[src/hdl/salc_ram.sv]
`timescale 1ns / 1ps

module salc_ram #(
   parameter int WIDTH = 8,
   parameter int DEPTH = 16,
   localparam int AW = (DEPTH > 1) ? $clog2(DEPTH) : 1
) (
   input  logic             clock,
   input  logic             wr_en,
   input  logic [AW-1:0]    wr_addr,
   input  logic [WIDTH-1:0] wr_data,
   input  logic             rd_en,
   input  logic [AW-1:0]    rd_addr,
   output logic [WIDTH-1:0] rd_data
);

   logic [WIDTH-1:0] mem [DEPTH];
   logic [WIDTH-1:0] rd_data_ff;

   // write port and registered read port
   always_ff @(posedge clock) begin
      if (wr_en) begin
         mem[wr_addr] <= wr_data;
      end
      if (rd_en) begin
         rd_data_ff <= mem[rd_addr];
      end
   end

   assign rd_data = rd_data_ff;

endmodule
[config.mk]
export PLATFORM = sky130hd
export DESIGN_NAME = salc_ram
export DESIGN_NICKNAME = d
export VERILOG_FILES = /design/src/hdl/salc_ram.sv
export SDC_FILE = /design/constraint.sdc
export NUM_CORES = 1
export LEC_CHECK = 0
export ABC_CLOCK_PERIOD_IN_PS = 2300
export BUFFER_PORTS_ARGS = -buffer_cell sky130_fd_sc_hd__buf_2
export CAP_MARGIN = 20
export CORE_MARGIN = 2
export CORE_UTILIZATION = 26
export CTS_CLUSTER_SIZE = 30
export DETAILED_ROUTE_END_ITERATION = 7
export GPL_TIMING_DRIVEN = 0
export HOLD_SLACK_MARGIN = 0.02
export PLACE_DENSITY = 0.48
export SLEW_MARGIN = 5
export SYNTH_ARGS = -nofsm -noshare
export SYNTH_HDL_FRONTEND = slang
export SYNTH_SLANG_ARGS = --single-unit
[constraint.sdc]
create_clock -name clock -period 2.3 [get_ports clock]
set_input_delay 0.46 -clock clock [delete_from_list [all_inputs] [get_ports clock]]
set_output_delay 0.46 -clock clock [all_outputs]
set_load 0.02 [all_outputs]
# After elaboration in Yosys (flattened, before gate mapping)
# Memories as Yosys holds them, arrays and structs flattened. A register that Yosys moved wholly into a read port is not among the register bits.
# Cells that the tools add are included.
[word_totals]
n_memories = 1
ff_bits = 0
out_inout_bits = 8
mem_bits_rw = 128
[mem_list]
columns = ["name", "depth", "word_bits", "read_ports", "rd_clocked_by_memory_dff", "write_ports", "line_no", "rtl"]
rows = [
  ["mem", 16, 8, 1, 1, 1, "17", "logic [WIDTH-1:0] mem [DEPTH];"],
]
[op_classes]
mux = 2
[op_table]
columns = ["cell", "n"]
rows = [
  ["1-bit two-way mux", 2],
]

# Longest topological paths before layout
[depth]
ltp_word = 2
depth_mapped = 5

# Least setup slack after synthesis
# No wires, ideal clock.
[synth_timing]
kind = "input to register"
startpoint = "input port wr_addr[2]"
endpoint = "memory mem[0][0], enable pin"
stages = 2
arrival_ns = 1.570
slack_ns = 0.347
setup_ns = 0.383
n_path_buf = 0
t_required_ns = 1.917
cell_sequence = "or3b_2 -> nor3_1"
[synth_rtl]
columns = ["item", "line_no", "rtl"]
rows = [
  ["from (decl)", "10", "input logic [AW-1:0] wr_addr,"],
  ["to (decl)", "17", ""],
]
# Straight into the memory's write port.

# Worst setup path after layout
[layout_timing]
startpoint = "input port wr_addr[2]"
endpoint = "memory mem[0][5], enable pin"
# Straight into the memory's write port.

==> flow_summary_export.csv <==
group,metric,value,unit
floorplan,die_h,146,um
layout,instances_no_fill,553,
placed_design,post-dp-hpwl,7040,um
cts,numCtsBuffers,17,
status,outcome,"finished, final reports clean",
routing,wl_per_cell,19.9,um
logic_synthesis,synth_cell_types,18,
layout,fillers,1878,
floorplan,ios,27,
sta,setup_viol,0,
routing,dr.pass1.iters,4,
global_routing,antenna_found_initial,0,
logic_synthesis,synthArstFlopShare,0,%
layout,multi_input_area,1070,um^2
logic_synthesis,ys_seq_area_share,78.1,%
setup_path,crit_path_max_incr_delay,0.56,ns
routing,drtAntennaViolNets,0,
global_routing,grt_usage,10.8,%
cts,cts-resized-gates,0,
global_routing,grt_pass1_wl,16000,um
setup_path,r2r_cells,3,
sta,maxSlewViolCount,0,
routing,drcViolationCount,0,
cts,cts_tree,"built",
floorplan,initial_core_util,26.7,%
cts,cts_sinks,136,
floorplan,core,19600,um^2
sta,fmax,550,MHz
logic_synthesis,syn_nets,248,
logic_synthesis,syn_inst,229,
setup_path,cp_max_fo,5,
cts,postCtsHoldBufs,0,
cts,htree_levels,4,
job,maxCapViolCount,0,
placed_design,post-place-cells,521,
routing,finalWirelength,11000,um
routing,num_vias,2448,
sta,fin_skew,0.00615,ns
global_routing,grt_pass1_vias,2486,
placed_design,gp_congestion,0.762,
logic_synthesis,synth-seq-cells,136,
global_routing,grt_max_degree,17,
setup_path,arrival,1.94,ns
logic_synthesis,netlist_top_cells_area,"edfxtp_1, mux4_2, mux4_1",
placed_design,port_buffers,25,
layout,drive_above_1_share,29.9,%
sta,rsz0062_at_grt,"false",
global_routing,grtUsageMet1,14.9,%
setup_path,worstPathRequired,2.42,ns
sta,fin_setup_tns,0,ns
routing,dr.first_iter.drc_count,282,
logic_synthesis,synth_edf_count,136,
placed_design,dpl_cell_area,5710,um^2
sta,fin_crit,1.82,ns
routing,vias_per_cell,4.43,
logic_synthesis,synth.most_common_cell,"edfxtp_1",
layout,final_net_count,294,
power,totalPowerFinal,6.10,mW
floorplan,die-area,21300,um^2
min_path,hp-class,"in -> reg",
layout,syn_to_final_growth,21.8,%
cts,clk_latency,0.41,ns
logic_synthesis,ys_warn_count,0,
cts,cts.path.max_buffers,2,
sta,hold_viol,0,
sta,hold_slack,0.387,ns
global_routing,grt_use_met2,16.2,%
floorplan,die_w,146,um
setup_path,path_class,"in -> reg",
logic_synthesis,synth.cells.most_frequent,"edfxtp_1, mux4_2, a22oi_1",
power,p_leak,2.08,nW
cts,cts.clk_slew.worst_paths,0.06,ns
sta,worstMarginPinSlew,0.898,ns
min_path,whs_path_depth,1,
logic_synthesis,yosys.area.top_type,"edfxtp_1",
setup_path,path_cells,"buf_2 > or3b_2 > nor3_1 > buf_4",
setup_path,cp-end-kind,"flop",
sta,maxSlewHeadroom,39.9,%
layout,design_area,6370,um^2
power,peakVddDrop,0.000526,V
power,power.density,958,nW/um^2
setup_path,cp_slowest_cell,"nor3_1",
cts,cts_root_buf,"clkbuf_16",
logic_synthesis,synth-main-ff-cell,"edfxtp_1",
sta,finalCritPeriodShare,79.0,%
global_routing,grt_util_met3,3.76,%
setup_path,critPathLaunchType,"primary input",
global_routing,overflow,0,
global_routing,grt_busiest_layer,"met2",
cts,postCtsSetupBuffers,0,
layout,regArea,4080,um^2
logic_synthesis,synth_top_area_share,78.1,%
logic_synthesis,synth_area_per_cell,22.8,um^2
logic_synthesis,syn_area,5230,um^2
floorplan,std_cell_rows,51,
layout,antennaDiodeCount,0,
[where the power goes]
part	total (mW)	internal [mW]	switching (mW)
clock	3.01	2.03	0.982
sequential	2.80	2.79	0.0114
combinational	0.286	0.108	0.177
total	6.10	4.93	1.17
[worst max-delay path: cells and delay by family]
family | cells | cell delay [ns]
AND/OR/NAND/NOR | 2 | 1.07
buffers and inverters | 2 | 0.41
[area by class of cell]
cell class / count / share of cell area, %
clock buffers: 19 / 6.80
plain buffers: 10 / 1.36
clock inverters: 13 / 3.54
repair buffers: 27 / 2.20
well taps: 265 / 5.21
flip-flops and latches: 136 / 64.1
multi-input cells: 83 / 16.8
[routing by layer]
| metal | share of wire [%] | vias to the layer above |
|---|---|---|
| met5 | 0 | - |
| met4 | 0.98 | 0 |
| met3 | 7.4 | 9 |
| met2 | 46 | 83 |
| met1 | 45 | 1282 |
| li1 | - | 1074 |
[cells in the final DEF, fill, tap and decap left out, drive strengths merged]
cell type,n
clkbuf,19
nor2b,1
nand2,9
nor3,4
nor2,13
clkinvlp,2
buf,34
and2,1
edfxtp,136
clkdlybuf4s25,3
inv,1
bufinv,6
mux4,32
nand3b,2
a22oi,16
nand2b,2
clkinv,4
or3b,1
and2b,1
nand3,1
[cell families (layout without fill, tap and decap cells)]
family / count (synthesis) / count (layout) / synth area share, %
flip-flops: 136 / 136 / 78.1
AND/OR/NAND/NOR: 35 / 35 / 3.14
multiplexers: 32 / 32 / 14.8
AO/OA/AOI/OAI: 16 / 16 / 2.30
buffers and inverters: 10 / 69 / 1.65
[through the flow]
step	util, %	setup WS (ns)
6_report	32.5	0.482
5_1_grt	32.5	0.439
4_1_cts	32.5	0.496
3_5_place_dp	29.1	0.0554
3_3_place_gp	29.0	-0.283
2_1_floorplan	-	0.347
[state kept, by name, summed over array words and instances (netlist names)]
name / flops
rd_data: 8
mem: 128
[worst paths after layout]
| check | start | to | slack [ns] |
|---|---|---|---|
| max | wr_addr[2] | mem[0][5] | 0.48 |
| min reg2reg | mem[13][1] | rd_data[1] | 0.76 |
| min | rd_en | rd_data[5] | 0.39 |
| max reg2reg | mem[1][3] | rd_data[3] | 0.64 |
(Power assumes the default switching activity.)
